`config.mk`:
```
export PLATFORM = sky130hd
export DESIGN_NAME = lz77d_ctrl
export DESIGN_NICKNAME = d
export VERILOG_FILES = /design/src/hdl/lz77d_pkg.sv /design/src/hdl/lz77d_ctrl.sv
export SDC_FILE = /design/constraint.sdc
export NUM_CORES = 1
export LEC_CHECK = 0
export BUFFER_PORTS_ARGS = -buffer_cell sky130_fd_sc_hd__buf_2
export CORE_AREA = 5 5 42 44
export DETAILED_ROUTE_END_ITERATION = 7
export DIE_AREA = 0 0 47 49
export GPL_TIMING_DRIVEN = 0
export MAX_ROUTING_LAYER = met4
export PLACE_DENSITY_LB_ADDON = 0.2
export SLEW_MARGIN = 15
export SYNTH_ARGS = -nofsm -noshare
export SYNTH_HDL_FRONTEND = slang
export SYNTH_SLANG_ARGS = --single-unit
```
`constraint.sdc`:
```
create_clock -name clk -period 2.1 [get_ports clk]
set_input_delay 0.105 -clock clk [delete_from_list [all_inputs] [get_ports clk]]
set_output_delay 0.105 -clock clk [all_outputs]
set_load 0.01 [all_outputs]
```
`src/hdl/lz77d_pkg.sv`:
```
package lz77d_pkg;

	localparam int HISTORY_DEPTH = 4096;
	localparam int MAX_MATCH     = 15;

	localparam int DIST_W = 12;
	localparam int LEN_W  = 4;
	localparam int BYTE_W = 8;
	localparam int PTR_W  = $clog2(HISTORY_DEPTH);
	localparam int CNT_W  = $clog2(HISTORY_DEPTH + 1);

	typedef logic [DIST_W-1:0] dist_t;
	typedef logic [LEN_W-1:0]  len_t;
	typedef logic [BYTE_W-1:0] byte_t;
	typedef logic [PTR_W-1:0]  ptr_t;
	typedef logic [CNT_W-1:0]  cnt_t;

	typedef struct packed {
		logic in_ready;
		logic load;
		logic emit_copy;
		logic emit_lit;
	} ctl_cmd_t;

	typedef struct packed {
		logic in_valid;
		logic len_zero;
		logic copy_last;
		logic out_free;
	} dp_sts_t;

endpackage

```
`src/hdl/lz77d_ctrl.sv`:
```
module lz77d_ctrl
	import lz77d_pkg::*;
(
	input  logic     clk,
	input  logic     arst_n,
	input  dp_sts_t  sts,
	output ctl_cmd_t cmd
);

	localparam logic [1:0] ST_IDLE = 2'd0;
	localparam logic [1:0] ST_COPY = 2'd1;
	localparam logic [1:0] ST_LIT  = 2'd2;

	logic [1:0] state_q;
	logic [1:0] state_d;

	always_comb begin
		cmd.in_ready  = (state_q == ST_IDLE);
		cmd.load      = (state_q == ST_IDLE) && sts.in_valid;
		cmd.emit_copy = (state_q == ST_COPY) && sts.out_free;
		cmd.emit_lit  = (state_q == ST_LIT) && sts.out_free;
	end

	always_comb begin
		state_d = state_q;
		case (state_q)
			ST_IDLE: begin
				if (sts.in_valid) begin
					state_d = sts.len_zero ? ST_LIT : ST_COPY;
				end
			end
			ST_COPY: begin
				if (sts.out_free && sts.copy_last) begin
					state_d = ST_LIT;
				end
			end
			ST_LIT: begin
				if (sts.out_free) begin
					state_d = ST_IDLE;
				end
			end
			default: state_d = ST_IDLE;
		endcase
	end

	always_ff @(posedge clk or negedge arst_n) begin
		if (!arst_n) begin
			state_q <= ST_IDLE;
		end else begin
			state_q <= state_d;
		end
	end

endmodule

```
# After elaboration in Yosys (flattened, before gate mapping)
# Cells that the tools add are included.
[totals]
reg_bits = 2
in_bits = 6
out_inout_bits = 4
wordCells = 17
[op_classes]
n_eq_ne = 5
muxes = 5
n_reduce_logical = 6
[op_table]
columns = ["cell", "count"]
rows = [
  ["2-bit two-way mux", 4],
  ["2-bit one-hot mux with 3 select lines", 1],
  ["1-bit logical AND", 4],
  ["2-bit != test, second input constant", 2],
  ["3-bit AND reduction", 1],
  ["2-bit by 1-bit equality test with 1-bit output, second input constant", 1],
  ["2-bit equality test, second input constant", 1],
  ["2-bit zero test", 1],
  ["2-bit by 1-bit != test with 1-bit output, second input constant", 1],
]

# Logic depth before layout (Yosys ltp)
[depth]
word_depth = 3
ltp_mapped = 2
ltp_nobuf = 2

# Worst setup path before layout
# Ideal clock, no wire load.
[synth_timing]
path_kind = "flip-flop to flip-flop"
from = "register state_q[0]"
to = "register state_q[0]"
setup_ns = 0.077
t_arrival_ns = 0.888
required_ns = 2.023
path_slack_ns = 1.135
stages_incl_launch_ff = 3
n_path_buf = 0
period_less_slack_ns = 0.965
path_cell_list = "dfrtp_1 > or3b_1 > a21oi_1"
[synth_between]
elab_chain_cells = 3
word_cells_on_any_way = 8
cone_classes = "eq/ne: 5; mux: 1; reduce/logical: 2"
[synth_rtl]
columns = ["element", "line_no", "source"]
rows = [
  ["start: declaration", "lz77d_ctrl.sv:14", "logic [1:0] state_q;"],
  ["start signal: assignment", "lz77d_ctrl.sv:50", "state_q <= state_d;"],
  ["2-bit by 1-bit equality test with 1-bit output, or another cell as far along", "lz77d_ctrl.sv:26", "case (state_q)"],
  ["2-bit by 1-bit != test with 1-bit output (no line) or 2-bit != test (tied branches)", "--", ""],
  ["3-bit AND reduction (no line)", "--", ""],
]
# Parallel ways exist; a longest one is shown, timed or not.
# A chain may end at the register's enable or synchronous reset.

==> run summary <==
The top achievable clock speed is 849 MHz. The number of nets in the final layout is 35. The capturing point of the worst reg2reg path is state_q[0]$_DFFE_PN0P_. The total stage count of the critical path came out at 3. The number of antenna violations at the first check in global routing came out at 0. The cell count after synthesis is 14. The register area share after synthesis is 37.0%.

The register with the most flip-flops is state_q. The number of flip-flops in the largest register is 2. The run finished with clean final reports. The fraction of the cycle the final worst path needs came out at 56.1%.

The number of I/O port buffers came out at 9. Among cell families on the critical path, the largest total delay comes from flip-flops. Together, buffers and inverters on the worst path number 1. Measured in cells, the most critical reg-to-reg path has a length of 2. The minimum setup slack among reg-to-reg paths came out at 1.08 ns. The total clock buffers created by CTS is 3.

The final-layout setup total negative slack came out at 0 ns. For this run, design rule violations remaining after detail routing come to 0. The overall routed net length came out at 361 µm. Once placement finished, the instance area stood at 200 µm². CTS saw 2 sinks. The worst setup path is captured at an output port. The maximum resistive drop on vdd is 0.429 mV.

The startpoint-to-endpoint class of the critical path is flip-flop to output port. The synthesized design devotes to its leading area cell type 37.0% of total area. The largest registers in the layout are state_q x2. The latest clock arrival within the worst-skew pair is 0.22 ns. The area of the die is 2300 µm². From synthesis to final layout, the design area changed by 72.2%.

The signal on the critical path passes through nor2_1 -> and2_1 -> buf_2. Across the run, the number of max-cap violations was 0. In this run the power density over the cells is 1200 nW/µm². The first global-routing pass estimated 600 µm of wire.

The max-slew violation total from the final report was 0. The critical path data arrival time is 1.07 ns. The initial DRC count is 5.

The top cell type by total area after synthesis is sky130_fd_sc_hd__dfrtp_1. The maximum buffer depth of the clock tree is 2. The ratio of cells with drive above 1 in the final layout came out at 55.6%.

The final critical-path required period came out at 1.18 ns. The overall track demand over capacity in global routing is 3.75%. The total nets after synthesis came out at 20. The number of rows created at floorplan is 14. The number of vias after detailed routing is 146. The startpoint identified for the worst register-to-register timing path is state_q[0]$_DFFE_PN0P_. The fill cell instance count of the final layout is 163. The largest incremental delay on the critical path is 0.41 ns. The multi-input combinational cells in the finished layout cover a total of 85.1 µm². Each instance of the synthesized netlist takes up on average 9.65 µm².

The final instance area is 233 µm². Setup repair after global routing left no endpoint under its margin. Synthesis inferred 2 register bits. For this design, the slowest cell found on the critical path is sky130_fd_sc_hd__dfrtp_1. The hold violation total from the final report was 0. Along the worst path, the maximum fanout reaches 6. The critical path endpoint is cmd[2]. The critical path startpoint category is a flip-flop. After detailed routing, the average wire length per cell comes to 8.40 µm. The yosys synthesis warning count came out at 0. The clock transition at the register clock pins on the worst setup and hold paths after CTS is 0.03 ns. The count of buffers added by post-CTS timing repair for setup came out at 0. The largest net degree at the start of global routing came out at 8.

The number of global-route vias before repair came out at 153. The worst clock skew on the final layout came out at 0.000572 ns. The number of antenna diodes in the final layout is 0.

The standby leakage power came out at 0.124 nW. The H-tree depth came out at 1. The total setup violations reported at the end of the flow is 0. The number of antenna-violating nets in the routed design came out at 0.

TritonCTS built the clock tree. The netlist uses 11 different library cells. The worst-margin pin slew came out at 0.179 ns. The worst slew margin relative to its limit came out at 88.0%. The floorplan die height is 49 µm. At the end of routability-driven placement, the weighted congestion stood at 0.652. The core region is 1400 µm². The effective utilization at floorplan came out at 9.64%.

Across the whole layout, storage elements account for 50.0 µm². Yosys attributes the largest share of cell area to sky130_fd_sc_hd__dfrtp_1 (37%), sky130_fd_sc_hd__and2_1 (9.3%), sky130_fd_sc_hd__and4b_2 (8.3%). The residual overflow from global routing came out at 0. The critical path data required time came out at 2.00 ns. For this design the top-level I/O count stands at 10. Dividing the detail-routed via count by the number of cells gives 3.40. The post-layout total power is 0.278 mW. The root cell of the clock tree is sky130_fd_sc_hd__clkbuf_4. Tracing the worst setup path back leads to its startpoint at state_q[1]$_DFFE_PN0P_. Measured along the x axis, the die boundary spans 47 µm. The cell area after technology mapping is 135 µm². In this run the worst hold path is classified as primary input to flip-flop. The detailed-routing iteration count for the pre-antenna-repair pass came out at 4.
-- repair_timing --
action | CTS | global route
hold endpoints to repair | 2 | 0
hold buffers | 1 | 0
gates resized for setup | 0 | 0
-- worst register-to-register path, delay by kind of cell (launching register included) --
family / cells / cell delay, ns
compound gates: 1 / 0.15
flops: 1 / 0.41
simple gates: 1 / 0.38
-- cell usage in the layout, fill, tap and decap left out --
cell / synthesis / layout
sky130_fd_sc_hd__buf_2: 0 / 9
sky130_fd_sc_hd__clkbuf_4: 0 / 3
sky130_fd_sc_hd__nor2_1: 2 / 2
sky130_fd_sc_hd__and2_1: 2 / 2
sky130_fd_sc_hd__dfrtp_1: 2 / 2
sky130_fd_sc_hd__and3b_2: 1 / 1
sky130_fd_sc_hd__nand2_1: 1 / 1
sky130_fd_sc_hd__nor3b_1: 1 / 1
sky130_fd_sc_hd__and4b_2: 1 / 1
sky130_fd_sc_hd__a211o_1: 1 / 1
sky130_fd_sc_hd__a21bo_2: 1 / 1
sky130_fd_sc_hd__or3b_1: 1 / 1
sky130_fd_sc_hd__a21oi_1: 1 / 1
sky130_fd_sc_hd__dlygate4sd3_1: 0 / 1
-- power breakdown --
part           switching, mW  internal [mW]  leakage (nW)
logic                 0.0515         0.0629        0.0843
clock network         0.0197         0.0628        0.0138
registers             0.0245         0.0568        0.0257
-- through the flow --
stage | cells | utilization [%] | hold WS [ns] | setup slack, ns
2_1_floorplan | 14 | - | -0.191 | 1.14
3_5_place_dp | 39 | 14.3 | -0.108 | 1.08
6_report | 43 | 16.6 | 0.170 | 0.922
3_3_place_gp | 39 | 14.3 | -0.109 | 1.09
5_1_grt | 43 | 16.6 | 0.193 | 0.851
4_1_cts | 43 | 16.6 | 0.163 | 0.918
-- Yosys cell counts --
cell                      instances
sky130_fd_sc_hd__nand2_1          1
sky130_fd_sc_hd__or3b_1           1
sky130_fd_sc_hd__and4b_2          1
sky130_fd_sc_hd__a21bo_2          1
sky130_fd_sc_hd__a211o_1          1
sky130_fd_sc_hd__nor2_1           2
sky130_fd_sc_hd__dfrtp_1          2
sky130_fd_sc_hd__a21oi_1          1
sky130_fd_sc_hd__and3b_2          1
sky130_fd_sc_hd__nor3b_1          1
sky130_fd_sc_hd__and2_1           2
-- worst min path at each step --
| stage | startpoint | endpoint | slack, ns | cells past startpoint |
|---|---|---|---|---|
| detailed placement | arst_n | state_q[0]$_DFFE_PN0P_ | -0.11 | 1 |
| global route | sts[2] | state_q[0]$_DFFE_PN0P_ | 0.19 | 3 |
| global placement | arst_n | state_q[0]$_DFFE_PN0P_ | -0.11 | 1 |
| finish | sts[2] | state_q[0]$_DFFE_PN0P_ | 0.17 | 3 |
| floorplan | arst_n | state_q[0]$_DFFE_PN0P_ | -0.19 | 0 |
| CTS | sts[2] | state_q[0]$_DFFE_PN0P_ | 0.16 | 3 |
-- cell type report --
cell class | count | share of cell area, %
well taps | 16 | 8.60
flip-flops and latches | 2 | 21.5
multi-input cells | 12 | 36.6
repair buffers | 10 | 23.7
clock buffers | 3 | 9.68
-- routing by layer --
layer  up-vias  GRT usage (%)  wire, µm
li1         79              -         -
met2        10           3.39       116
met3         0           1.48        75
met5         -              -         0
met4         0           4.15         0
met1        57           5.27       169
-- cells by family after synthesis --
group | after synthesis | synth area share (%)
flip-flops | 2 | 37.0
AND/OR/NAND/NOR | 9 | 45.4
AO/OA/AOI/OAI | 3 | 17.6
No activity file was read; power rests on OpenSTA's default activity.
